`src/hw/rtl/assert_macros.svh`:
```
// Assertion helpers; define ASSERT_OFF to compile them out.
`ifndef ASSERT_MACROS_SVH
`define ASSERT_MACROS_SVH

`ifndef ASSERT_OFF

`define ASSERT_HOLDS(lbl, clk, rst_n, prop) \
    lbl: assert property (@(posedge clk) disable iff (!rst_n) (prop)) \
        else $error("assertion failed: holds");

`define ASSERT_NEXT(lbl, clk, rst_n, ante, cons) \
    lbl: assert property (@(posedge clk) disable iff (!rst_n) (ante) |=> (cons)) \
        else $error("assertion failed: next");

`else

`define ASSERT_HOLDS(lbl, clk, rst_n, prop)
`define ASSERT_NEXT(lbl, clk, rst_n, ante, cons)

`endif

`endif

```
`src/hw/rtl/rrpr_pkg.sv`:
```
package rrpr_pkg;

    localparam int MAX_PROCS = 16;
    localparam int ID_W      = 4;
    localparam int MASK_W    = 16;
    localparam int MODE_W    = 2;
    localparam int CNT_W     = $clog2(MAX_PROCS);

    localparam logic [MODE_W-1:0] MODE_ADD  = 2'd0;
    localparam logic [MODE_W-1:0] MODE_REM  = 2'd1;
    localparam logic [MODE_W-1:0] MODE_PICK = 2'd2;

    typedef logic [ID_W-1:0] t_id;

    typedef struct packed {
        logic load;
        logic start;
        logic step;
        logic emit;
    } t_cmd;

    typedef struct packed {
        logic done;
        logic out_free;
    } t_sts;

endpackage

```
`src/hw/rtl/rrpr_ctrl.sv`:
```
module rrpr_ctrl (
    input  logic          i_clk,
    input  logic          i_rst_n,
    input  logic          i_in_valid,
    output logic          o_in_ready,
    input  rrpr_pkg::t_sts i_sts,
    output rrpr_pkg::t_cmd o_cmd
);

    localparam logic [1:0] ST_IDLE  = 2'd0;
    localparam logic [1:0] ST_START = 2'd1;
    localparam logic [1:0] ST_WALK  = 2'd2;
    localparam logic [1:0] ST_OUT   = 2'd3;

    logic [1:0] r_state;
    logic [1:0] n_state;

    always_comb begin
        n_state = r_state;
        case (r_state)
            ST_IDLE:  if (i_in_valid) n_state = ST_START;
            ST_START: n_state = i_sts.done ? ST_OUT : ST_WALK;
            ST_WALK:  if (i_sts.done) n_state = ST_OUT;
            ST_OUT:   if (i_sts.out_free) n_state = ST_IDLE;
            default:  n_state = ST_IDLE;
        endcase
    end

    always_ff @(posedge i_clk) begin
        if (!i_rst_n) begin
            r_state <= ST_IDLE;
        end else begin
            r_state <= n_state;
        end
    end

    assign o_in_ready  = (r_state == ST_IDLE);
    assign o_cmd.load  = (r_state == ST_IDLE) && i_in_valid;
    assign o_cmd.start = (r_state == ST_START);
    assign o_cmd.step  = (r_state == ST_WALK);
    assign o_cmd.emit  = (r_state == ST_OUT) && i_sts.out_free;

endmodule

```
`src/hw/rtl/rrpr_dp.sv`:
```
`include "assert_macros.svh"

module rrpr_dp (
    input  logic                         i_clk,
    input  logic                         i_rst_n,
    input  rrpr_pkg::t_cmd               i_cmd,
    output rrpr_pkg::t_sts               o_sts,
    input  logic [rrpr_pkg::MODE_W-1:0]  i_mode,
    input  rrpr_pkg::t_id                i_process_id,
    input  logic [rrpr_pkg::MASK_W-1:0]  i_suspended_mask,
    output logic                         o_out_valid,
    input  logic                         i_out_ready,
    output logic                         o_success,
    output rrpr_pkg::t_id                o_active_id,
    output logic                         o_ring_empty
);

    rrpr_pkg::t_id                  r_next [rrpr_pkg::MAX_PROCS];
    rrpr_pkg::t_id                  n_next [rrpr_pkg::MAX_PROCS];
    logic [rrpr_pkg::MAX_PROCS-1:0] r_sched, n_sched;
    rrpr_pkg::t_id                  r_act, n_act;
    logic                           r_act_vld, n_act_vld;

    logic [rrpr_pkg::MODE_W-1:0]    r_mode;
    rrpr_pkg::t_id                  r_pid;
    logic [rrpr_pkg::MASK_W-1:0]    r_mask;
    rrpr_pkg::t_id                  r_prev, n_prev;
    rrpr_pkg::t_id                  r_cur, n_cur;
    rrpr_pkg::t_id                  r_stop, n_stop;
    logic [rrpr_pkg::CNT_W-1:0]     r_cnt, n_cnt;
    logic                           r_succ, n_succ;

    logic                           r_o_valid;
    logic                           r_o_success;
    rrpr_pkg::t_id                  r_o_active;
    logic                           r_o_empty;

    rrpr_pkg::t_id                  rd_addr;
    rrpr_pkg::t_id                  rd_data;
    logic                           pid_ok;
    logic                           last_link;
    logic                           done;
    logic                           walk_mode;

    assign rd_addr   = i_cmd.start ? r_act : r_cur;
    assign rd_data   = r_next[rd_addr];
    assign pid_ok    = (int'(r_pid) < rrpr_pkg::MAX_PROCS);
    assign last_link = (r_cnt == rrpr_pkg::CNT_W'(rrpr_pkg::MAX_PROCS - 1));
    assign walk_mode = (r_mode == rrpr_pkg::MODE_REM) || (r_mode == rrpr_pkg::MODE_PICK);

    always_comb begin
        n_next    = r_next;
        n_sched   = r_sched;
        n_act     = r_act;
        n_act_vld = r_act_vld;
        n_prev    = r_prev;
        n_cur     = r_cur;
        n_stop    = r_stop;
        n_cnt     = r_cnt;
        n_succ    = r_succ;
        done      = 1'b0;

        if (i_cmd.start) begin
            n_succ = 1'b0;
            n_cnt  = '0;
            case (r_mode)
                rrpr_pkg::MODE_ADD: begin
                    done = 1'b1;
                    if (pid_ok && !r_sched[r_pid]) begin
                        if (!r_act_vld) begin
                            n_next[r_pid] = r_pid;
                            n_act         = r_pid;
                            n_act_vld     = 1'b1;
                        end else begin
                            n_next[r_pid] = rd_data;
                            n_next[r_act] = r_pid;
                        end
                        n_sched[r_pid] = 1'b1;
                        n_succ         = 1'b1;
                    end
                end
                rrpr_pkg::MODE_REM: begin
                    if (!pid_ok || !r_act_vld) begin
                        done = 1'b1;
                    end else if (r_pid == r_act && rd_data == r_pid) begin
                        n_sched[r_pid] = 1'b0;
                        n_act_vld      = 1'b0;
                        n_succ         = 1'b1;
                        done           = 1'b1;
                    end else begin
                        n_prev = r_act;
                        n_stop = rd_data;
                        n_cur  = rd_data;
                    end
                end
                rrpr_pkg::MODE_PICK: begin
                    if (!r_act_vld) begin
                        done = 1'b1;
                    end else begin
                        n_cur = rd_data;
                    end
                end
                default: done = 1'b1;
            endcase
        end else if (i_cmd.step) begin
            case (r_mode)
                rrpr_pkg::MODE_REM: begin
                    if (r_cur == r_pid) begin
                        n_next[r_prev] = rd_data;
                        n_sched[r_pid] = 1'b0;
                        if (r_pid == r_act) n_act = r_prev;
                        n_succ = 1'b1;
                        done   = 1'b1;
                    end else if (rd_data == r_stop || last_link) begin
                        done = 1'b1;
                    end else begin
                        n_prev = r_cur;
                        n_cur  = rd_data;
                        n_cnt  = r_cnt + 1'b1;
                    end
                end
                rrpr_pkg::MODE_PICK: begin
                    if (!r_mask[r_cur]) begin
                        n_act  = r_cur;
                        n_succ = 1'b1;
                        done   = 1'b1;
                    end else if (last_link) begin
                        done = 1'b1;
                    end else begin
                        n_cur = rd_data;
                        n_cnt = r_cnt + 1'b1;
                    end
                end
                default: done = 1'b1;
            endcase
        end
    end

    assign o_sts.done     = done;
    assign o_sts.out_free = !r_o_valid || i_out_ready;

    always_ff @(posedge i_clk) begin
        r_next <= n_next;
        r_prev <= n_prev;
        r_cur  <= n_cur;
        r_stop <= n_stop;
        r_cnt  <= n_cnt;
        r_succ <= n_succ;
        if (i_cmd.load) begin
            r_mode <= i_mode;
            r_pid  <= i_process_id;
            r_mask <= i_suspended_mask;
        end
        if (i_cmd.emit) begin
            r_o_success <= r_succ;
            r_o_active  <= r_act_vld ? r_act : '0;
            r_o_empty   <= !r_act_vld;
        end
    end

    always_ff @(posedge i_clk) begin
        if (!i_rst_n) begin
            r_sched   <= '0;
            r_act     <= '0;
            r_act_vld <= 1'b0;
            r_o_valid <= 1'b0;
        end else begin
            r_sched   <= n_sched;
            r_act     <= n_act;
            r_act_vld <= n_act_vld;
            if (i_cmd.emit) begin
                r_o_valid <= 1'b1;
            end else if (i_out_ready) begin
                r_o_valid <= 1'b0;
            end
        end
    end

    assign o_out_valid  = r_o_valid;
    assign o_success    = r_o_success;
    assign o_active_id  = r_o_active;
    assign o_ring_empty = r_o_empty;

    `ASSERT_HOLDS(a_empty_no_sched, i_clk, i_rst_n, !r_act_vld -> (r_sched == '0))
    `ASSERT_HOLDS(a_active_sched, i_clk, i_rst_n, r_act_vld -> r_sched[r_act])
    `ASSERT_HOLDS(a_emit_slot_free, i_clk, i_rst_n, i_cmd.emit -> (!r_o_valid || i_out_ready))
    `ASSERT_HOLDS(a_walk_mode, i_clk, i_rst_n, i_cmd.step -> walk_mode)
    `ASSERT_NEXT(a_emit_valid, i_clk, i_rst_n, i_cmd.emit, r_o_valid)

endmodule

```
`src/hw/rtl/round_robin_process_ring_top.sv`:
```
// Round-robin process ring.
// Input channel (i_in_valid / o_in_ready) carries one command per beat:
// mode (add, remove, pick), process id and a suspended mask used by pick.
// Output channel (o_out_valid / i_out_ready) returns one beat per command:
// success, the active process after the command, and ring_empty.
// Sequence: add and failed or trivial commands go from acceptance through
// the start state to the result register; remove and pick then walk the
// ring one link per cycle through the single read port of the next-pointer
// table, at most 16 links. A new command is taken in the cycle after the
// previous result is loaded, so commands are handled one at a time.
// The result sits in an output register, so a stalled receiver does not
// block acceptance of the next command; that command completes once the
// pending result beat has been taken.
// Reset (i_rst_n low, synchronous) empties the ring, clears all scheduled
// flags and drops any pending result. The table itself is not cleared.
module round_robin_process_ring_top (
    input  logic                         i_clk,
    input  logic                         i_rst_n,
    input  logic                         i_in_valid,
    output logic                         o_in_ready,
    input  logic [rrpr_pkg::MODE_W-1:0]  i_mode,
    input  rrpr_pkg::t_id                i_process_id,
    input  logic [rrpr_pkg::MASK_W-1:0]  i_suspended_mask,
    output logic                         o_out_valid,
    input  logic                         i_out_ready,
    output logic                         o_success,
    output rrpr_pkg::t_id                o_active_id,
    output logic                         o_ring_empty
);

    rrpr_pkg::t_cmd cmd;
    rrpr_pkg::t_sts sts;

    rrpr_ctrl u_ctrl (
        .i_clk      (i_clk),
        .i_rst_n    (i_rst_n),
        .i_in_valid (i_in_valid),
        .o_in_ready (o_in_ready),
        .i_sts      (sts),
        .o_cmd      (cmd)
    );

    rrpr_dp u_dp (
        .i_clk            (i_clk),
        .i_rst_n          (i_rst_n),
        .i_cmd            (cmd),
        .o_sts            (sts),
        .i_mode           (i_mode),
        .i_process_id     (i_process_id),
        .i_suspended_mask (i_suspended_mask),
        .o_out_valid      (o_out_valid),
        .i_out_ready      (i_out_ready),
        .o_success        (o_success),
        .o_active_id      (o_active_id),
        .o_ring_empty     (o_ring_empty)
    );

endmodule
```
`config.mk`:
```
export PLATFORM = sky130hd
export DESIGN_NAME = round_robin_process_ring_top
export DESIGN_NICKNAME = d
export VERILOG_FILES = /design/src/hw/rtl/rrpr_pkg.sv /design/src/hw/rtl/rrpr_ctrl.sv /design/src/hw/rtl/rrpr_dp.sv /design/src/hw/rtl/round_robin_process_ring_top.sv
export VERILOG_INCLUDE_DIRS = /design/src /design/src/hw/rtl
export SDC_FILE = /design/constraint.sdc
export NUM_CORES = 1
export LEC_CHECK = 0
export BUFFER_PORTS_ARGS = -buffer_cell sky130_fd_sc_hd__buf_4
export CAP_MARGIN = 10
export CORE_UTILIZATION = 51
export CTS_CLUSTER_DIAMETER = 100
export CTS_CLUSTER_SIZE = 20
export DETAILED_ROUTE_END_ITERATION = 8
export PLACE_DENSITY_LB_ADDON = 0.12
export SLEW_MARGIN = 30
export SYNTH_ARGS = -nofsm -noshare
export SYNTH_HDL_FRONTEND = slang
export SYNTH_SLANG_ARGS = --single-unit
export TNS_END_PERCENT = 20
```
`constraint.sdc`:
```
create_clock -name i_clk -period 5.34 [get_ports i_clk]
set_input_delay 1.068 -clock i_clk [delete_from_list [all_inputs] [get_ports i_clk]]
set_output_delay 1.068 -clock i_clk [all_outputs]
set_load 0.01 [all_outputs]
```
* Word level (Yosys, flattened, before mapping) *
Index checks and enable logic that the tools add are counted.
Widths: inputs -> output; s select.

cells by class
  reduce and logical (&&, ||, !) cells = 30
  muxes and demuxes = 98
  div/mod/pow operators = 0
  $lt $le $gt $ge = 10
  $add $sub $neg = 1
  equality and inequality tests = 37
  multiply operators = 0
  bitwise logic cells = 8
  shift operators = 0

operator list
  cell                number
  $mux 64             7
  $bwmux 64           4
  $mux 4              35
  $mux 16             7
  $demux 4 s4         3
  $pmux 16 s2         1
  $pmux 4 s2          4
  $mux 1              24
  $ne 2x2->1 const B  11
  $ne 3x2->1 const B  7
  $ge 5x5->1 const B  4
  $not 4->5           4
  $and 16x16->16      1
  $bmux 4 s4          1
  $eq 4x4->1          4
  $not 16->16         1
  $or 16x16->16       1
  $lt 5x1->1 const B  3
  $ne 3x3->1 const B  5
  $reduce_and 6->1    2
  $reduce_bool 2->1   6
  $lt 4x5->1 const B  2
  $pmux 1 s2          5
  $reduce_and 9->1    1
  other kinds (21)    41

word-level totals
  memories = 0
  ROM bits = 0
  bits in registers = 133
  word-level logic and storage cells = 216
  output and inout bits = 8
  RAM bits = 0
  bits in latches = 0

* Longest topological paths before layout *
Gate-level depths: netlist of the first run.

  word-level depth = 15
  depth in mapped cells = 14

* Cells and area by module *
A second synthesis of the first run with hierarchy kept.

unflattened totals
  cells, all modules = 731
  area total of the unflattened synthesis = 7768.7 µm²

by module, submodules not included
  module     area each (µm²)  instances  cells each
  rrpr_dp    7579.8           1          709
  rrpr_ctrl  188.9            1          22

* Worst setup path after synthesis of the first run *
Ideal clock, no wire load.

  path kind = reg2reg
  start = register u_ctrl.r_state[1]
  end = register u_dp.r_cur[0] (enable)
  setup slack = 2.005 ns
  period minus slack after synthesis = 3.335 ns
  arrival time = 2.963 ns
  library setup time = 0.372 ns
  cell stages (with the launch flop) = 14
  buffers on the path = 2
  cells stage by stage = dfxtp_1 > inv_1 > ha_1 > mux2_2 > buf_6 > buf_12 > mux4_2 > nand2_1 > nand4_2 > xor2_1 > nor4_2 > o31ai_1 > a21oi_1 > a211oi_1

on the way
  longest elaborated chain between the ends = 10
  elaborated cells on any way between the ends = 20
  classes of those cells = 11 x eq/ne; 4 x mux; 1 x bitwise; 4 x reduce/logical

RTL lines
  element                                                           RTL line                       source
  from (decl)                                                       rrpr_ctrl.sv:15                logic [1:0] r_state;
  from (signal assigned)                                            rrpr_ctrl.sv:33                r_state <= n_state;
  $eq 2x1->1                                                        rrpr_ctrl.sv:39                assign o_cmd.start = (r_state == ST_START);
  $mux 4                                                            rrpr_dp.sv:45                  assign rd_addr = i_cmd.start ? r_act : r_cur;
  $not 4->5 (not written as such)                                   rrpr_dp.sv:46                  assign rd_data = r_next[rd_addr];
  $bmux 4 s4                                                        rrpr_dp.sv:46
  $mux 4 (not written as such) (2 in series)                        rrpr_dp.sv:46
  $eq 4x4->1 (on tied branches)                                     rrpr_dp.sv:85, rrpr_dp.sv:114
  $logic_and 1x1->1 / $logic_or 1x1->1 (equally long branches)      rrpr_dp.sv:85, rrpr_dp.sv:114
  $ne 3x3->1 (no source line) / $ne 3x2->1 (equally long branches)  n/a
  $reduce_and 9->1 (no source line) *                               n/a
  to (signal assigned)                                              rrpr_dp.sv:145                 r_cur <= n_cur;
  to (decl)                                                         rrpr_dp.sv:28                  rrpr_pkg::t_id r_cur, n_cur;

Every way passes the cells marked *; elsewhere a longest branch is shown, timed or not. The select of a mux whose other input is x is not followed.
A chain may end at the register's enable or synchronous reset.

* Final worst setup path of the first run *
  start = register u_ctrl.r_state[1]
  end = register u_dp.r_cur[1] (enable)

The elaborated chain is that of the path after synthesis.

==> impl_metrics.toml, run 1 <==
[yosys]
synthesis.instances = 731
synth_xor_xnor_area_share_pct = 1.96
share_of_the_synthesized_area_in_compound_gates_ao_oa_aoi_oai_pct = 18.5
synth-edff-count = 105
post_synth_mux_area_share_pct = 8.70
synth.yosys.seq_area_share_pct = 48.8
syn_avg_cell_area_um2 = 10.4
synth_fa_ha_area_share_pct = 1.32
synth_top_family_by_area = "compound AO/OA/AOI/OAI gates"
asr_flop_ratio_synth_pct = 0
synth_top_flop_cell = "edfxtp_1"
synth_seq_cells = 133
ys_warn_count = 0
mappedNetlistNets = 765
synth-simple-area-share_pct = 16.5
netlist_area_mm2 = 0.00761
synthDistinctLibCells = 63

[die]
floorplan.initialDensity_pct = 52.3
rows = 44
chipHeight_um = 124
floorplan.die.width_um = 124
die_area_mm2 = 0.0154
core-area_mm2 = 0.0145
ioPinCount = 34

[critical_path]
setup.worst_path.end_class = "flop"
critPathSlowestCell = "mux2_2"
path_class = "reg2reg"
worstRegToRegCells = 12
setup.reg_to_reg.worst_slack_ps = 880
cp.depth = 12
worst-endpoint-required_ps = 5400
cp_slowest_stage_delay_ps = 670
critical_path.max_fanout = 24
crit_buf_inv = 2
worstPathArrival_ps = 4510
crit_path_start_kind = "flop"
critical-path-top-delay-family = "multiplexers"
worstReg2RegStart = "u_ctrl.r_state[1]"
crit_chain = "inv_1, ha_2, buf_4, mux2_2, mux4_2, nand2_1, nand4_4, xor2_1, nor4_2, o31ai_1, a21oi_1, a211oi_1"
r2r-end = "u_dp.r_cur[1]"

[global_routing]
global_route.usage.total_pct = 32.6
grt_pass1_vias = 5954
global_route.overflow_total = 0
antenna_found_initial = 2
grt_pass1_wl_um = 35700
largest_net_degree_at_the_start_of_global_routing = 44

[cts]
holdBufCountCts = 0
worst_skew_pair.late_latency_ps = 430
cts_max_path_buffers = 2
clkTransAtPathRegs_ps = 60
cts_setup_buffers = 0
post_cts_resized = 0
h_tree_levels = 4
tritoncts.num_buffers = 17
tritoncts = "built"
cts_root_buffer = "clkbuf_16"
clock_sink_count = 133

[timing]
worst-slew-pin-transition_ps = 972
post-route-period-util_pct = 83.4
rsz0062_at_grt = "no"
finalHoldViolCount = 0
skew_ps = 9.92
fin_crit_ps = 4460
holdWs_ps = 455
timing_max_transition_violations_final = 0
setup-violations-final = 0
setup_total_negative_slack_ps = 0
max_freq_ghz = 0.224
timing.max_slew.rel_slack_pct = 34.6

[place]
gp_congestion = 0.996
detailed_place_hpwl_um = 16700
dpl.cell_count = 907
numPortBuffers = 33

[route]
route.top_layer_used = "met5"
wl_met3_um = 2730
via_per_inst = 6.79
totalWireLength_um = 23400
post_drt_wl_per_cell_um = 24.9
routed-wl-met2_um = 9960
detailroute.via_count = 6396
antenna_violating_nets_post_route = 0
detailedRoute.firstPassIterationCount = 6
met1Wirelength_um = 9970
dr.first_iter.drc_count = 1029
post-route-drc-count = 0

[cells_and_area]
register_area_mm2 = 0.00371
fillers = 1255
final_nets = 778
final_util_pct = 58.5
layout_commonest_cell = "edfxtp_1"
fraction_of_layout_cells_with_a_size_suffix_above_1_pct = 15.2
leading_cell_types_in_the_layout_fill_and_taps_excluded = "105 x edfxtp_1, 86 x nor2_1, 84 x nand2_1"
syn_to_final_growth_pct = 11.8
multi_input_comb_area_mm2 = 0.00357
final-instance-count-excl-fill = 942

[flow_run]
max_cap_viol_count = 0

[hold_path]
path_type_of_the_worst_min_delay_path = "reg2reg"
hp-start = "u_dp.r_succ"
min_delay_worst_endpoint = "u_dp.o_success"
min_delay_path_depth = 0

[power_and_ir_drop]
power.share.sequential_pct = 32.2
ir_drop_mv = 0.324
cellLeakagePower_nw = 2.84
power.internal_mw = 2.57
power.net_switching_mw = 1.89
sw_frac_of_total_pct = 42.4
power_frac_comb_pct = 43.1
power_per_cell_area_mw_per_mm2 = 524
clock_power_share_pct = 24.7

[outcome]
result_of_the_run = "completed"
## how the worst max path moves through the flow
stage                      startpoint       endpoint  slack [ps]
detailed placement  u_ctrl.r_state[1]  u_dp.r_cur[2]         970
global route        u_ctrl.r_state[1]  u_dp.r_cur[2]         680
CTS                 u_ctrl.r_state[1]  u_dp.r_cur[2]         910
finish              u_ctrl.r_state[1]  u_dp.r_cur[1]         880
global placement    u_ctrl.r_state[1]           flop        1130
floorplan           u_ctrl.r_state[1]  u_dp.r_cur[0]        2010
## metrics by stage
step           total power, mW  worst slack, ps  area (um2)
2_1_floorplan             2.75             2010        7610
3_3_place_gp              3.27             1130        7930
3_5_place_dp              3.30              968        7930
4_1_cts                   4.41              914        8480
5_1_grt                   4.63              681        8500
6_report                  4.46              885        8510
## layout make-up
type / instances / area share [%]
flip-flops and latches: 133 / 43.7
multi-input cells: 524 / 42.0
clock buffers: 23 / 5.50
repair buffers: 48 / 4.32
well taps: 184 / 2.71
clock inverters: 9 / 0.941
inverters: 20 / 0.882
diodes: 1 / 0.0294
## worst register-to-register path: stages (launching register included)
cell      delay, ps
dfxtp_1         390
inv_1           100
ha_2            170
buf_4           210
mux2_2          680
mux4_2          620
nand2_1         140
nand4_4         360
xor2_1          360
nor4_2          120
o31ai_1         200
a21oi_1         100
a211oi_1        640
## kinds of logic (layout without fill, tap and decap cells)
kind of cell	Yosys count	in the layout
other cells	0	1
fa+ha+maj	8	8
buf+inv	74	100
flops	133	133
simple gates	266	266
xor+xnor	17	17
compound gates	200	200
mux	33	33
## power by group through the flow
| stage | Combinational, mW | Clock [mW] | Sequential, mW |
|---|---|---|---|
| floorplan | 1.41 | 0 | 1.34 |
| global placement | 1.82 | 0 | 1.45 |
| detailed placement | 1.84 | 0 | 1.46 |
| CTS | 1.86 | 1.11 | 1.44 |
| global route | 2.03 | 1.15 | 1.45 |
| finish | 1.92 | 1.10 | 1.44 |
## synthesized netlist by cell type, drive strengths merged (18+ instances only)
master	instances	share of area (%)
inv	19	0.94
o21ai	35	2.4
edfxtp	105	41
buf	18	1.5
a31oi	24	2.0
a22o	25	2.9
dfxtp	28	7.4
a21oi	37	2.6
clkbuf	36	1.8
nand2	86	4.3
nor2	86	4.2
nand3	18	1.2
mux4	26	7.7
## per-layer routing
metal	vias to the layer above	global-route usage, %
met2	467	45.3
met5	-	0
met4	2	13.5
met3	64	9.66
met1	3044	47.0
li1	2819	-
Power figures use the tool's default switching activity.
==> run 2: changes to the inputs <==
- ABC_AREA: not set -> 1
- clock period: 5.34 -> 3.7 ns (I/O delays scaled with it)
==> run 2 against run 1 <==
  * Critical path depth increased by 5
  * Power increased by 75%
  * Area after synthesis increased by 6.0%
  * Utilization increased by 0.72 points
  * Critical path type unchanged
  * Largest power group unchanged
==> impl_metrics.toml, run 2 <==
[outcome]
result_of_the_run = "completed"

[power_and_ir_drop]
power.share.sequential_pct = 26.6
power.internal_mw = 3.98
cellLeakagePower_nw = 3.36
power.net_switching_mw = 3.81
sw_frac_of_total_pct = 48.9
power_per_cell_area_mw_per_mm2 = 858
pnr_total_power_mw = 7.79
power_frac_comb_pct = 51.9
clock_power_share_pct = 21.5
ir_drop_mv = 0.445

[timing]
fin_crit_ps = 3350
worst-slew-pin-transition_ps = 859
skew_ps = 16.3
setup_total_negative_slack_ps = 0
finalHoldViolCount = 0
max_freq_ghz = 0.298
holdWs_ps = 425
rsz0062_at_grt = "no"
post-route-period-util_pct = 90.7
setup-violations-final = 0
timing_max_transition_violations_final = 0
worst_setup_margin_ps = 346
timing.max_slew.rel_slack_pct = 42.7

[critical_path]
worstPathArrival_ps = 3500
setup.worst_path.end_class = "flop"
worstRegToRegCells = 17
path_class = "reg2reg"
critical_path.max_fanout = 31
crit_path_start_kind = "flop"
worst-endpoint-required_ps = 3840

[yosys]
netlist_area_mm2 = 0.00806
asr_flop_ratio_synth_pct = 0
syn_avg_cell_area_um2 = 8.26
synth_commonest_cells = "201 x nand2_1, 120 x inv_1, 105 x edfxtp_1"
ys_warn_count = 0
mappedNetlistNets = 1010
synthDistinctLibCells = 43
synth_largest_area_cell = "edfxtp_1"
synth.most_common_cell = "nand2_1"
synth.top_cells.by_area = "edfxtp_1 39%, nand2_1 9.4%, dfxtp_1 7.0%"
synth-edff-count = 105
netlist.area_leader.share_pct = 39.1
synth.yosys.seq_area_share_pct = 46.1
synth_top_flop_cell = "edfxtp_1"
synth_seq_cells = 133
synthesis.instances = 976

[route]
post_drt_wl_per_cell_um = 20.2
antenna_violating_nets_post_route = 0
totalWireLength_um = 24700
detailroute.via_count = 7417
detailedRoute.firstPassIterationCount = 5
post-route-drc-count = 0
via_per_inst = 6.06
dr.first_iter.drc_count = 1074

[hold_path]
min_delay_path_depth = 0
path_type_of_the_worst_min_delay_path = "reg2reg"

[cells_and_area]
syn_to_final_growth_pct = 12.6
final_nets = 1034
antenna_cells_inserted = 0
total_non_filler_cell_area_in_the_finished_layout_mm2 = 0.00907
leading_cell_types_in_the_layout_fill_and_taps_excluded = "201 x nand2_1, 120 x inv_1, 105 x edfxtp_1"
layout_commonest_cell = "nand2_1"
fraction_of_layout_cells_with_a_size_suffix_above_1_pct = 12.9

[die]
chipHeight_um = 128
ioPinCount = 34
die_area_mm2 = 0.0163
floorplan.initialDensity_pct = 52.6
rows = 45
core-area_mm2 = 0.0153
floorplan.die.width_um = 128

[global_routing]
grt_pass1_vias = 6781
global_route.usage.total_pct = 31.7
antenna_found_initial = 0
largest_net_degree_at_the_start_of_global_routing = 54
global_route.overflow_total = 0
grt_pass1_wl_um = 37900

[cts]
clock_sink_count = 133
worst_skew_pair.late_latency_ps = 440
post_cts_resized = 0
cts_root_buffer = "clkbuf_16"
clkTransAtPathRegs_ps = 60
cts_setup_buffers = 0
tritoncts = "built"
cts_max_path_buffers = 2
tritoncts.num_buffers = 17
h_tree_levels = 4
holdBufCountCts = 0

[place]
preCtsSetupSlack_ps = 445
gp_congestion = 1.04
postPlaceCellArea_mm2 = 0.00848
numPortBuffers = 33
detailed_place_hpwl_um = 17600

[flow_run]
max_cap_viol_count = 0
==> run 2: changes by cell type after synthesis, sizes merged, moves of 19 or more <==
cell	before	now
a21oi	37	18
a22o	25	0
inv	19	126
mux4	26	0
nand2	86	218
nand3	18	96
o211ai	5	27
o22ai	10	67
==> run 2: kinds of logic after synthesis <==
group	synth area share [%]
AND/OR/NAND/NOR	23.4
AO/OA/AOI/OAI	18.3
buffers and inverters	9.96
flip-flops	46.1
adder cells (fa/ha/maj)	1.24
XOR/XNOR	0.761
multiplexers	0.248
==> run 2: cell type report <==
type | instances | area [um2]
fill | 1435 | 6240
tap | 211 | 264
multi-input combinational | 659 | 3550
sequential | 133 | 3710
timing repair buffer | 59 | 455
inverter | 130 | 498
clock buffer | 21 | 514
clock inverter | 11 | 81.3
==> run 2: worst max-delay path: stages (launching register included) <==
cell,delay [ps]
dfxtp_1,320
inv_1,120
ha_2,420
inv_8,70
nand2_4,200
nand2_4,250
nand2_1,140
nand3_1,110
nand3_1,120
nand3_2,110
nand2_4,140
inv_2,70
nand2_1,60
nand2_1,100
nand3_4,140
nor2_1,50
a2111oi_0,410
buf_4,220
==> run 2: power by group through the flow <==
stage               clock [mW]  sequential [mW]  combinational [mW]
finish                    1.67             2.07                4.04
global route              1.75             2.09                4.31
CTS                       1.69             2.07                3.92
detailed placement           0             2.10                3.91
global placement             0             2.10                3.89
floorplan                    0             1.98                2.87
==> run 2: per-layer routing <==
| metal | up-vias | track usage, % | wire (um) |
|---|---|---|---|
| met2 | 465 | 46.4 | 10500 |
| met3 | 86 | 8.06 | 2750 |
| met5 | - | 0 | 0 |
| met4 | 0 | 15.8 | 998 |
| li1 | 3449 | - | - |
| met1 | 3417 | 43.5 | 10400 |
==> run 2: through the flow <==
step                      std cells  utilization (%)
after floorplan                 976                -
after global placement         1192             55.4
after detailed placement       1192             55.4
after CTS                      1224             59.2
after global routing           1224             59.2
final                          1224             59.2
==> run 2: final timing paths <==
| path | from | slack, ps | endpoint |
|---|---|---|---|
| min | u_dp.r_succ | 430 | u_dp.o_success |
| max reg2reg | u_ctrl.r_state[1] | 350 | u_dp.r_cur[3] |
| min reg2reg | u_dp.r_succ | 430 | u_dp.o_success |
| max | u_ctrl.r_state[1] | 350 | u_dp.r_cur[3] |
